File: config.mk
export PLATFORM = sky130hd
export DESIGN_NAME = nrc_entry_eval
export DESIGN_NICKNAME = d
export VERILOG_FILES = /design/src/sv/nonce_replay_cache_core_defines.svh /design/src/sv/nrc_pkg.sv /design/src/sv/nrc_entry_eval.sv
export SDC_FILE = /design/constraint.sdc
export NUM_CORES = 1
export LEC_CHECK = 0
export ABC_AREA = 1
export BUFFER_PORTS_ARGS = -buffer_cell sky130_fd_sc_hd__clkbuf_2
export CORE_MARGIN = 2
export CORE_UTILIZATION = 44
export DETAILED_ROUTE_END_ITERATION = 12
export PLACE_DENSITY = 0.91
export SYNTH_ARGS = -nofsm -noshare
export SYNTH_HDL_FRONTEND = slang
export SYNTH_SLANG_ARGS = --single-unit
File: constraint.sdc
create_clock -name vclk -period 3.2
set_clock_uncertainty 0.2 [all_clocks]
set_input_delay 0.48 -clock vclk [all_inputs]
set_output_delay 0.48 -clock vclk [all_outputs]
set_load 0.05 [all_outputs]
File: src/sv/nonce_replay_cache_core_defines.svh
// Assertion macros used by the nonce replay cache top level.
`ifndef NONCE_REPLAY_CACHE_CORE_DEFINES_SVH
`define NONCE_REPLAY_CACHE_CORE_DEFINES_SVH

// same-cycle implication, sampled on clk, off during reset
`define NRC_ASSERT_NOW(lbl, ante, cons, msg) \
    lbl: assert property (@(posedge clk) disable iff (!rst_n) (ante) |-> (cons)) else $error(msg);

// next-cycle implication, sampled on clk, off during reset
`define NRC_ASSERT_NEXT(lbl, ante, cons, msg) \
    lbl: assert property (@(posedge clk) disable iff (!rst_n) (ante) |=> (cons)) else $error(msg);

`endif

File: src/sv/nrc_pkg.sv
// Types, constants and codes of the nonce replay cache.
package nrc_pkg;

    localparam int TABLE_DEPTH_DEF = 64;
    localparam int KEY_BITS_DEF    = 64;
    localparam int TIME_BITS_DEF   = 32;

    localparam int KEY_FIELD_W  = 64;
    localparam int TIME_FIELD_W = 32;
    localparam int TIME_MAX_W   = 64;
    localparam int TTL_W        = 16;
    localparam int LIMIT_W      = 7;
    localparam int COUNT_W      = 7;
    localparam int CFG_IDX_W    = 1;
    localparam int CFG_DATA_W   = 16;

    localparam logic [TTL_W-1:0]   TTL_RESET   = 16'd300;
    localparam logic [LIMIT_W-1:0] LIMIT_RESET = 7'd64;

    localparam logic [CFG_IDX_W-1:0] CFG_TTL   = 1'b0;
    localparam logic [CFG_IDX_W-1:0] CFG_LIMIT = 1'b1;

    localparam logic REQ_CHECK = 1'b0;
    localparam logic REQ_PURGE = 1'b1;

    typedef struct packed {
        logic                    req_type;
        logic [KEY_FIELD_W-1:0]  nonce_key;
        logic [TIME_FIELD_W-1:0] now_seconds;
    } nrc_req_t;

    typedef struct packed {
        logic               accepted;
        logic               table_full;
        logic [COUNT_W-1:0] entry_count;
    } nrc_rsp_t;

    typedef enum logic [2:0] {
        ST_CLEAR,
        ST_IDLE,
        ST_SCAN,
        ST_DECIDE,
        ST_WRITE,
        ST_FINISH
    } nrc_state_t;

    typedef enum logic [1:0] {
        SCAN_PURGE,
        SCAN_LOOKUP,
        SCAN_EVICT
    } nrc_scan_t;

    typedef struct packed {
        logic over_age;
        logic key_match;
    } nrc_eval_t;

endpackage

File: src/sv/nrc_entry_eval.sv
// Shared per-slot unit: age against a limit and key compare.
module nrc_entry_eval #(
    parameter int KEY_BITS  = nrc_pkg::KEY_BITS_DEF,
    parameter int TIME_BITS = nrc_pkg::TIME_BITS_DEF
) (
    input  logic [TIME_BITS-1:0]     slot_time,
    input  logic [TIME_BITS-1:0]     now,
    input  logic [nrc_pkg::TTL_W-1:0] max_age,
    input  logic [KEY_BITS-1:0]      slot_key,
    input  logic [KEY_BITS-1:0]      key,
    output nrc_pkg::nrc_eval_t       result
);

    logic [TIME_BITS-1:0] age;

    // a stored time ahead of now counts as age zero
    assign age = now - slot_time;
    assign result.over_age  = (now >= slot_time) && (age > TIME_BITS'(max_age));
    assign result.key_match = (slot_key == key);

endmodule

# Word-level counts from Yosys, hierarchy flattened
# Cells that the tools add are included.
word_totals:
  ff_bits: 0
  inputBits: 208
classes:
  addsub: 1
  n_lt_le_gt_ge: 2
  eq_ne: 1
  n_reduce_logical: 1
op_table:
  columns: ["operator", "n"]
  rows:
  - ["64-bit equality test", 1]
  - ["32-bit >= comparator", 1]
  - ["32-bit by 16-bit greater-than comparator with 1-bit output", 1]
  - ["32-bit subtractor", 1]
  - ["1-bit logical AND", 1]

# Longest topological paths before layout
# Gate-level depths: netlist (run 1).
depth:
  depth_word: 3
  ltp_mapped: 24
  ltp_nobuf: 24

# Worst setup path after synthesis (run 1)
# Ideal clock, no wire load.
synth_path:
  path_type: "in2out"
  start: "input now[0]"
  end: "output result[1] (netlist name)"
  t_arrival_ns: 3.029
  path_slack_ns: -0.509
  cell_stages: 22
  path_buffers: 0
  path_cell_list: "inv_1 -> ha_1 -> fa_1 -> inv_1 -> nand2_1 -> nand2_1 -> nand4_1 -> nand3_1 -> xor2_1 -> ha_1 -> nand2_1 -> nor2_1 -> nand2_1 -> nor2_1 -> nand2_1 -> nand3_1 -> nand2_1 -> nand3_1 -> nor2_1 -> nand2_1 -> nor2_2 -> a21oi_2"
synth_rtl:
  columns: ["element", "line_no", "rtl"]
  rows:
  - ["start, declared", "nrc_entry_eval.sv:7", "input logic [TIME_BITS-1:0] now,"]
  - ["end, declared", "nrc_entry_eval.sv:11", "output nrc_pkg::nrc_eval_t result"]

==> results.rst, run 1 <==
.. list-table::
   :header-rows: 1

   * - Metric
     - Value
   * - Outcome
     - complete, but fails checks
   * - Failing checks
     - negative setup slack
   * - Largest fanout on the critical path
     - 4
   * - Number of remaining DRC errors
     - 0
   * - Synth top area cells
     - sky130_fd_sc_hd__nand2_1, sky130_fd_sc_hd__inv_1, sky130_fd_sc_hd__ha_1, sky130_fd_sc_hd__xnor2_1, sky130_fd_sc_hd__nor2_1
   * - Path class of the lowest-slack min-delay path
     - input pin to output port
   * - Share of final-layout standard cells stronger than drive strength 1
     - around 36%
   * - Area growth from synthesis to final layout
     - 51.8%
   * - Area of the die
     - just under 10000 um2
   * - Slew Limit Fails
     - 0
   * - Unrepaired setup endpoints after global routing
     - true
   * - Share of power burned in the clock network
     - 0%
   * - Leading cell types by count after synthesis
     - sky130_fd_sc_hd__nand2_1, sky130_fd_sc_hd__inv_1, sky130_fd_sc_hd__xnor2_1
   * - Sequential fraction of design power
     - 0%
   * - Pin count of the biggest net entering global routing
     - 7
   * - CP Capture Type
     - output port
   * - Antenna violations before repair
     - 1
   * - Top achievable clock speed
     - between 200 and 300 MHz
   * - Final-stage net count
     - 1304
   * - Number of buffers and inverters on the critical path
     - 3
   * - Wire length reported by the detailed router
     - 17200 um
   * - Count of hold buffers inserted by post-cts repair
     - 0
   * - Slew @ Worst Pin
     - between 0.3 and 0.4 ns
   * - Minimum setup slack in the final design
     - -0.693 ns
   * - Post-synth net total
     - around 1000
   * - Avg Cell Area, Syn
     - 5.17 um2
   * - Final setup TNS
     - -0.693 ns
   * - Remaining antenna violation count
     - 0
   * - Routed wire length per instance
     - 14.9 um
   * - Yosys warning count
     - 0
   * - IO Port Bufs
     - between 200 and 250
   * - Number of vias in the routed layout
     - 5939
   * - Count leader, synth
     - sky130_fd_sc_hd__nand2_1
   * - Worst Setup Slack post-DPL
     - -0.753 ns
   * - Post-synthesis cell count
     - around 770
   * - Gr ovfl total
     - 0
   * - Distinct cells, synth
     - 36
   * - Global Route Usage Sum
     - 32.6%
   * - Top cell type's share of synthesized area
     - 25.6%
   * - Worst VDD drop
     - 73.1 uV
   * - WP data arrival
     - ~3.2 ns
   * - Kind of cell adding the most delay to the critical path
     - simple AND/OR/NAND/NOR gates
   * - Global-route wire length before repair
     - around 26000 um
   * - Max stage delay cell, worst path
     - sky130_fd_sc_hd__ha_1
   * - Vias per cell
     - 5.15
   * - Required time at the endpoint of the critical path
     - 2.52 ns
   * - FFs & Latches
     - 0
   * - Ports placed on the boundary
     - 210
   * - Overall power consumption
     - 1130 uW
   * - Length of the first detailed-routing pass in iterations
     - 6
   * - Cell-by-cell trace of the critical path
     - clkbuf_2 -> inv_2 -> ha_4 -> nand2_2 -> nand2_2 -> a21oi_4 -> nand2_4 -> nand2_2 -> nand2_2 -> xor2_1 -> ha_1 -> nand2_1 -> nor2_2 -> nand2_1 -> nor2_2 -> nand4_1 -> nand2_1 -> nand3_1 -> nor2_1 -> nand2_1 -> nor2_4 -> a21oi_4 -> buf_8
   * - Row cnt
     - 34
   * - Final weighted congestion of routability-driven global placement
     - between 0.9 and 1
   * - Slowest cell delay on critical path
     - 0.32 ns
   * - Reported max-cap violation count
     - 0
   * - Floorplan die height
     - between 90 and 100 um
   * - Number of design-rule violations left by the first detailed-router iteration
     - around 560
   * - P_sw
     - between 600 and 700 uW
   * - Final HPWL DP
     - 14400 um
   * - Clock buffer cells
     - 0
   * - Internal portion of total power
     - 517 uW
   * - Synth area leader
     - sky130_fd_sc_hd__nand2_1
   * - Critical path start-end classification
     - input pin to output port
   * - Worst slew margin relative to its limit
     - 73.1%
   * - Initial core utilization
     - 45.5%
   * - Sw frac
     - 54.1%
   * - Post-synthesis sequential area ratio
     - 0%
   * - Vias in the first global route
     - 5714
   * - Area of the mapped netlist
     - 3970 um2
   * - Area taken by flip-flops and latches
     - 0 um2
   * - Total power density per cell area
     - 187 nW/um2
   * - Part of the cycle the worst path needs
     - 122%
   * - Final critical delay including setup and external delays
     - approximately 3.9 ns
   * - Placeable core region
     - 8720 um2
   * - Width of the die
     - slightly below 100 um
   * - Number of setup violations in the final report
     - 1
   * - Hold violation count in the final report
     - 0
   * - Logic gate share of total power
     - 100.0%
   * - Leak pwr
     - about 0.0038 uW
   * - Startpoint class of the critical path
     - input pin
==> cells by family after synthesis <==
logic type | synth area share, %
adder cells (fa/ha/maj) | 15.6
XOR/XNOR | 14.4
AND/OR/NAND/NOR | 46.1
buffers and inverters | 18.4
AO/OA/AOI/OAI | 5.55
==> tightest hold or removal path: stages <==
cell	delay (ns)
sky130_fd_sc_hd__clkbuf_2	0.08
sky130_fd_sc_hd__xnor2_1	0.06
sky130_fd_sc_hd__nand2_1	0.06
sky130_fd_sc_hd__nor4_1	0.04
sky130_fd_sc_hd__nand4_1	0.06
sky130_fd_sc_hd__nor2_1	0.07
sky130_fd_sc_hd__clkbuf_2	0.24
==> path summary, 6_finish.rpt <==
path	from	end	slack, ns	depth (start not counted)
worst min-delay path	slot_key[29]	result[0]	1.38	7
worst max-delay path	slot_time[4]	result[1]	-0.69	23
==> routing by layer <==
metal	vias to the layer above	share of wire, %	GRT usage [%]	routed length [um]
met5	-	0	0	0
met4	0	6.8	16.1	1170
met3	105	9.5	5.74	1640
met2	383	49	60.8	8390
met1	2581	35	34.9	6020
li1	2870	-	-	-
==> final cells by class <==
class	instances	area, um2
diodes	1	2.50
fillers	740	2700
inverters	194	728
multi-input cells	573	3580
well taps	108	135
repair buffers	278	1570
==> repair_timing <==
action,in CTS,in global routing
setup buffers,4,5
gates resized for setup,29,30
hold endpoints to repair,0,0
endpoints found under the setup margin,1,1
pin swaps,23,24
==> power by group through the flow <==
stage / clock (uW) / combinational, uW / sequential, uW
floorplan: 0 / 590 / 0
global placement: 0 / 973 / 0
detailed placement: 0 / 1000 / 0
CTS: 0 / 1040 / 0
global route: 0.0000418 / 1230 / 0
finish: 0.0000418 / 1130 / 0
==> per-stage QoR <==
| step | instances | util [%] | area, um2 | hold WS [ns] |
|---|---|---|---|---|
| 6_report | 1154 | 69.0 | 6020 | 1.38 |
| 5_1_grt | 1154 | 69.0 | 6020 | 1.41 |
| 4_1_cts | 1148 | 67.5 | 5890 | 1.37 |
| 3_5_place_dp | 1144 | 66.1 | 5760 | 1.37 |
| 3_3_place_gp | 1144 | 66.1 | 5760 | 1.37 |
| 2_1_floorplan | 767 | - | 4130 | 1.12 |
==> cell usage in the layout, fill, tap and decap left out, types with 4 or more instances in the layout <==
cell type,netlist,final
sky130_fd_sc_hd__a21oi_1,22,19
sky130_fd_sc_hd__buf_4,0,68
sky130_fd_sc_hd__clkbuf_2,0,209
sky130_fd_sc_hd__ha_1,48,33
sky130_fd_sc_hd__ha_4,0,15
sky130_fd_sc_hd__inv_1,192,179
sky130_fd_sc_hd__inv_2,1,14
sky130_fd_sc_hd__nand2_1,271,249
sky130_fd_sc_hd__nand2_2,14,31
sky130_fd_sc_hd__nand2_4,1,6
sky130_fd_sc_hd__nand3_1,29,26
sky130_fd_sc_hd__nand3_2,1,4
sky130_fd_sc_hd__nand4_1,26,26
sky130_fd_sc_hd__nor2_1,47,40
sky130_fd_sc_hd__nor2_2,9,14
sky130_fd_sc_hd__nor3_1,5,5
sky130_fd_sc_hd__or2_2,7,7
sky130_fd_sc_hd__xnor2_1,53,53
sky130_fd_sc_hd__xor2_1,12,12
Note: power is estimated with default switching activity, not from simulation.
==> run 2, diff against run 1 <==
- PLACE_DENSITY: 0.91 -> default
- PLACE_DENSITY_LB_ADDON: default -> 0.15
- SLEW_MARGIN: default -> 20
==> results.rst, run 2 (synthesis results as in run 1) <==
.. list-table::
   :header-rows: 1

   * - Metric
     - Value
   * - Largest fanout on the critical path
     - 3
   * - Global-route wire length before repair
     - 22100 um
   * - Area of the die
     - 9790 um2
   * - Routed wire length per instance
     - about 12 um
   * - Worst VDD drop
     - 106 uV
   * - Top library cells by usage in the layout, fill and taps aside
     - sky130_fd_sc_hd__nand2_1, sky130_fd_sc_hd__clkbuf_2, sky130_fd_sc_hd__inv_1, sky130_fd_sc_hd__buf_4, sky130_fd_sc_hd__xnor2_1
   * - Overall power consumption
     - approximately 1000 uW
   * - Slowest cell delay on critical path
     - 0.27 ns
   * - Startpoint class of the critical path
     - input pin
   * - Max stage delay cell, worst path
     - sky130_fd_sc_hd__ha_4
   * - Initial core utilization
     - between 40 and 50%
   * - Final HPWL DP
     - 12600 um
   * - Cell depth of the worst hold path
     - 7
   * - Hold violation count in the final report
     - 0
   * - Commonest non-fill, non-tap cell in the layout
     - sky130_fd_sc_hd__nand2_1
   * - Clock buffer cells
     - 0
   * - Antenna violations before repair
     - 0
   * - Kind of cell adding the most delay to the critical path
     - simple AND/OR/NAND/NOR gates
   * - Filler instances
     - 851
   * - Number of remaining DRC errors
     - 0
   * - Remaining antenna violation count
     - 0
   * - Ports placed on the boundary
     - 210
   * - Area taken by flip-flops and latches
     - 0 um2
   * - Number of buffers and inverters on the critical path
     - 5
   * - Final critical delay including setup and external delays
     - slightly below 4 ns
   * - Global Route Usage Sum
     - 27.2%
   * - IO Port Bufs
     - 210
   * - Placeable core region
     - 8720 um2
   * - Critical path start-end classification
     - input pin to output port
   * - Antenna diode count
     - 0
   * - Count of hold buffers inserted by post-cts repair
     - 0
   * - WP data arrival
     - 3.17 ns
   * - Failing checks
     - negative setup slack
   * - Share of final-layout standard cells stronger than drive strength 1
     - 34.4%
   * - Minimum setup slack in the final design
     - -0.649 ns
   * - Path class of the lowest-slack min-delay path
     - input pin to output port
   * - Hold EP
     - result[0]
   * - Width of the die
     - 98.9 um
   * - Leak pwr
     - around 0.0038 uW
   * - Final-stage net count
     - 1307
   * - Length of the first detailed-routing pass in iterations
     - 6
   * - Vias in the first global route
     - approximately 5200
   * - FFs & Latches
     - 0
   * - Hold_sp
     - slot_key[55]
   * - Number of design-rule violations left by the first detailed-router iteration
     - 263
   * - Part of the cycle the worst path needs
     - 120%
   * - Gr ovfl total
     - 0
   * - Vias per cell
     - 4.72
   * - Pin count of the biggest net entering global routing
     - 7
   * - Number of stages on the worst setup path
     - 23
   * - Reported max-cap violation count
     - 0
   * - Slew @ Worst Pin
     - about 0.36 ns
   * - Number of setup violations in the final report
     - 1
   * - Multi-input gate area in the final layout
     - 3500 um2
   * - Slew Limit Fails
     - 0
   * - Outcome
     - complete, but fails checks
   * - CP Capture Type
     - output port
   * - Floorplan die height
     - 98.9 um
   * - Total power density per cell area
     - 176 nW/um2
   * - Number of vias in the routed layout
     - 5460
   * - Wire length reported by the detailed router
     - around 14000 um
   * - Final setup TNS
     - -0.649 ns
   * - Row cnt
     - 34
   * - Worst slew margin relative to its limit
     - 76.0%
   * - Util after Layout
     - 68.3%
   * - Cell-by-cell trace of the critical path
     - clkbuf_2 -> inv_2 -> ha_4 -> buf_4 -> nand2_2 -> buf_4 -> nor2_4 -> nand4_1 -> nand3_2 -> xor2_1 -> ha_1 -> nand2_1 -> nor2_2 -> nand2_1 -> nor2_2 -> nand4_1 -> nand2_1 -> nand3_2 -> nor2_2 -> nand2_1 -> nor2_2 -> a21oi_4 -> buf_8
   * - Area growth from synthesis to final layout
     - 50.2%
   * - Unrepaired setup endpoints after global routing
     - true
   * - Final weighted congestion of routability-driven global placement
     - roughly 0.95
   * - Required time at the endpoint of the critical path
     - 2.52 ns
   * - Top achievable clock speed
     - 260 MHz
run 2: cell types whose count changed in the layout (fill, tap and decap cells not counted), sizes merged:
cell	previous run	this run
buf	69	72
diode	1	0
run 2: cell type report:
type,count,area share [%]
Inverter,194,12.2
Multi-Input combinational cell,573,58.7
Tap cell,108,2.27
Timing Repair Buffer,281,26.8
run 2: worst max-delay path by stage:
stage | from | to | slack, ns
2_1_floorplan | now[0] | result[1] | -0.24
3_3_place_gp | slot_time[0] | result[1] | -0.70
3_5_place_dp | slot_time[0] | result[1] | -0.77
4_1_cts | slot_time[6] | result[1] | -0.65
5_1_grt | slot_time[5] | result[1] | -0.85
6_report | slot_time[6] | result[1] | -0.65
run 2: routing by layer:
layer	vias to the layer above	track usage, %	wire length, um
met3	12	1.99	928
met5	-	0	0
met1	2371	33.5	5620
met4	0	2.74	183
li1	2880	-	-
met2	197	52.8	6990
run 2: repair_timing:
action,in CTS,in global routing
pin swaps,1,11
endpoints found under the hold margin,0,0
setup endpoints to repair,1,1
gates resized for setup,10,21
buffers inserted,0,3
run 2: report_power, final:
part / leakage (uW) / total, uW / internal, uW / switching [uW]
clock: 0 / 0 / 0 / 0
sequential: 0 / 0 / 0 / 0
combinational: 0.00380 / 1050 / 500 / 547
run 2: tightest hold or removal path: stages:
cell                       delay [ns]
sky130_fd_sc_hd__clkbuf_2        0.08
sky130_fd_sc_hd__xnor2_1         0.06
sky130_fd_sc_hd__nand4_1         0.06
sky130_fd_sc_hd__nor4_1          0.05
sky130_fd_sc_hd__nand2_1         0.05
sky130_fd_sc_hd__nor2_1          0.04
sky130_fd_sc_hd__clkbuf_2        0.23
run 2: stage by stage:
step	instance area (um2)	setup WS, ns	hold WS [ns]	cells
3_3_place_gp	5830	-0.698	1.33	1153
2_1_floorplan	4130	-0.245	1.12	767
4_1_cts	5870	-0.654	1.34	1153
3_5_place_dp	5830	-0.771	1.34	1153
5_1_grt	5960	-0.855	1.37	1156
6_report	5960	-0.649	1.33	1156
==> run 3, diff against run 2 <==
==> constraint.sdc (replaced) <==
create_clock -name vclk -period 3.2
set_clock_uncertainty 0.2 [all_clocks]
set_input_delay 0.96 -clock vclk [all_inputs]
set_output_delay 0.96 -clock vclk [all_outputs]
set_load 0.05 [all_outputs]
==> results.rst, run 3 (synthesis results as in run 1) <==
.. list-table::
   :header-rows: 1

   * - Metric
     - Value
   * - Row cnt
     - 34
   * - Width of the die
     - 98.9 um
   * - Initial core utilization
     - 45.5%
   * - Path class of the lowest-slack min-delay path
     - input pin to output port
   * - Util after Layout
     - 70.4%
   * - Top library cells by usage in the layout, fill and taps aside
     - sky130_fd_sc_hd__nand2_1, sky130_fd_sc_hd__clkbuf_2, sky130_fd_sc_hd__inv_1, sky130_fd_sc_hd__buf_4, sky130_fd_sc_hd__xnor2_1
   * - Unrepaired setup endpoints after global routing
     - true
   * - Area of the die
     - 9790 um2
   * - Part of the cycle the worst path needs
     - 151%
   * - Length of the first detailed-routing pass in iterations
     - 5
   * - Number of design-rule violations left by the first detailed-router iteration
     - 194
   * - Worst VDD drop
     - roughly 120 uV
   * - Share of final-layout standard cells stronger than drive strength 1
     - a little over a third
   * - Final critical delay including setup and external delays
     - 4.83 ns
   * - Startpoint class of the critical path
     - input pin
   * - Count of hold buffers inserted by post-cts repair
     - 0
   * - IO Port Bufs
     - 210
   * - Top achievable clock speed
     - 207 MHz
   * - Minimum setup slack in the final design
     - -1.63 ns
   * - FFs & Latches
     - 0
   * - Filler instances
     - 863
   * - Final HPWL DP
     - 12900 um
   * - WP data arrival
     - 3.67 ns
   * - Vias per cell
     - ~4.6
   * - Floorplan die height
     - 98.9 um
   * - Pin count of the biggest net entering global routing
     - 7
   * - Hold violation count in the final report
     - 0
   * - Slowest cell delay on critical path
     - 0.40 ns
   * - Largest fanout on the critical path
     - 3
   * - Most common cell on crit path
     - sky130_fd_sc_hd__nand2_1
   * - Placement Cell Area
     - ~6000 um2
   * - Slew Limit Fails
     - 0
   * - Final-stage net count
     - between 1000 and 1500
   * - Wire length reported by the detailed router
     - 14000 um
   * - Worst Setup Slack post-DPL
     - -1.72 ns
   * - Leak pwr
     - slightly below 0.004 uW
   * - Summed area of non-filler cells in the final layout
     - 6140 um2
   * - Ports placed on the boundary
     - 210
   * - Slew @ Worst Pin
     - 0.293 ns
   * - Number of vias in the routed layout
     - 5441
   * - Global Route Usage Sum
     - 27.1%
   * - Global-route wire length before repair
     - 22100 um
   * - Routed wire length per instance
     - between 10 and 15 um
   * - Outcome
     - complete, but fails checks
   * - Post-route worst hold slack
     - 2.25 ns
   * - Cell-by-cell trace of the critical path
     - buf_6 -> inv_4 -> ha_4 -> fa_2 -> inv_2 -> nand2_2 -> nand2_2 -> nand4_1 -> nand3_2 -> xor2_1 -> ha_1 -> nand2_1 -> nor2_2 -> nand2_1 -> nor2_2 -> nand4_1 -> nand2_1 -> nand3_1 -> nor2_1 -> nand2_1 -> nor2_4 -> a21oi_4 -> buf_8
   * - Max stage delay cell, worst path
     - sky130_fd_sc_hd__fa_2
   * - Reported max-cap violation count
     - 0
   * - Total power density per cell area
     - 175 nW/um2
   * - Vias in the first global route
     - slightly above 5000
   * - Number of setup violations in the final report
     - 2
   * - Area growth from synthesis to final layout
     - 54.9%
   * - Antenna violations before repair
     - 1
   * - Clock buffer cells
     - 0
   * - Placeable core region
     - between 8000 and 9000 um2
   * - Required time at the endpoint of the critical path
     - ~2.0 ns
   * - Remaining antenna violation count
     - 0
   * - Worst slew margin relative to its limit
     - 80.4%
   * - Gr ovfl total
     - 0
   * - Commonest non-fill, non-tap cell in the layout
     - sky130_fd_sc_hd__nand2_1
   * - Number of remaining DRC errors
     - 0
   * - Area taken by flip-flops and latches
     - 0 um2
   * - Overall power consumption
     - 1080 uW
   * - CP Capture Type
     - output port
   * - Critical path start-end classification
     - input pin to output port
   * - Failing checks
     - negative setup slack
   * - Final weighted congestion of routability-driven global placement
     - 0.956
==> run 3: routing by layer <==
metal	track usage [%]	vias to the layer above	wire [um]
li1	-	2907	-
met2	51.5	161	6900
met5	0	-	0
met3	1.91	22	812
met1	32.8	2351	5900
met4	6.53	0	388
==> run 3: final timing paths <==
path / start / endpoint / slack, ns / cells past startpoint
worst max-delay path: now[0] / result[1] / -1.63 / 23
worst min-delay path: slot_key[20] / result[0] / 2.25 / 7
==> run 3: power by group <==
part | switching (uW) | internal, uW | total, uW
clock | 0 | 0.0000418 | 0.0000418
sequential | 0 | 0 | 0
combinational | 548 | 528 | 1080
total | 548 | 528 | 1080
==> run 3: area by class of cell <==
cell class	instances	area, um2	share of cell area, %
repair buffers	296	1730	28.2
inverters	194	731	11.9
diodes	1	2.50	0.0407
multi-input cells	573	3540	57.6
well taps	108	135	2.20
==> run 3: metrics by stage <==
stage / TNS, ns / cells
after floorplan: -1.20 / 767
after global placement: -1.74 / 1168
after detailed placement: -1.80 / 1168
after CTS: -1.66 / 1168
after global routing: -1.92 / 1172
final: -1.64 / 1172
==> run 3: timing repair <==
item                       CTS  global route
cloned                       0             0
setup endpoints to repair    2             2
pin swaps                    3            21
buffers inserted             0             3
gates resized for setup     10            28
==> run 3: critical path: cells and delay by family <==
| kind | cells | cell delay [ns] |
|---|---|---|
| AOI/OAI and AO/OA | 1 | 0.07 |
| xor gates and xnor gates | 1 | 0.08 |
| and+or+nand+nor | 14 | 1.36 |
| adders and majority gates | 3 | 0.82 |
| buffers and inverters | 4 | 0.35 |
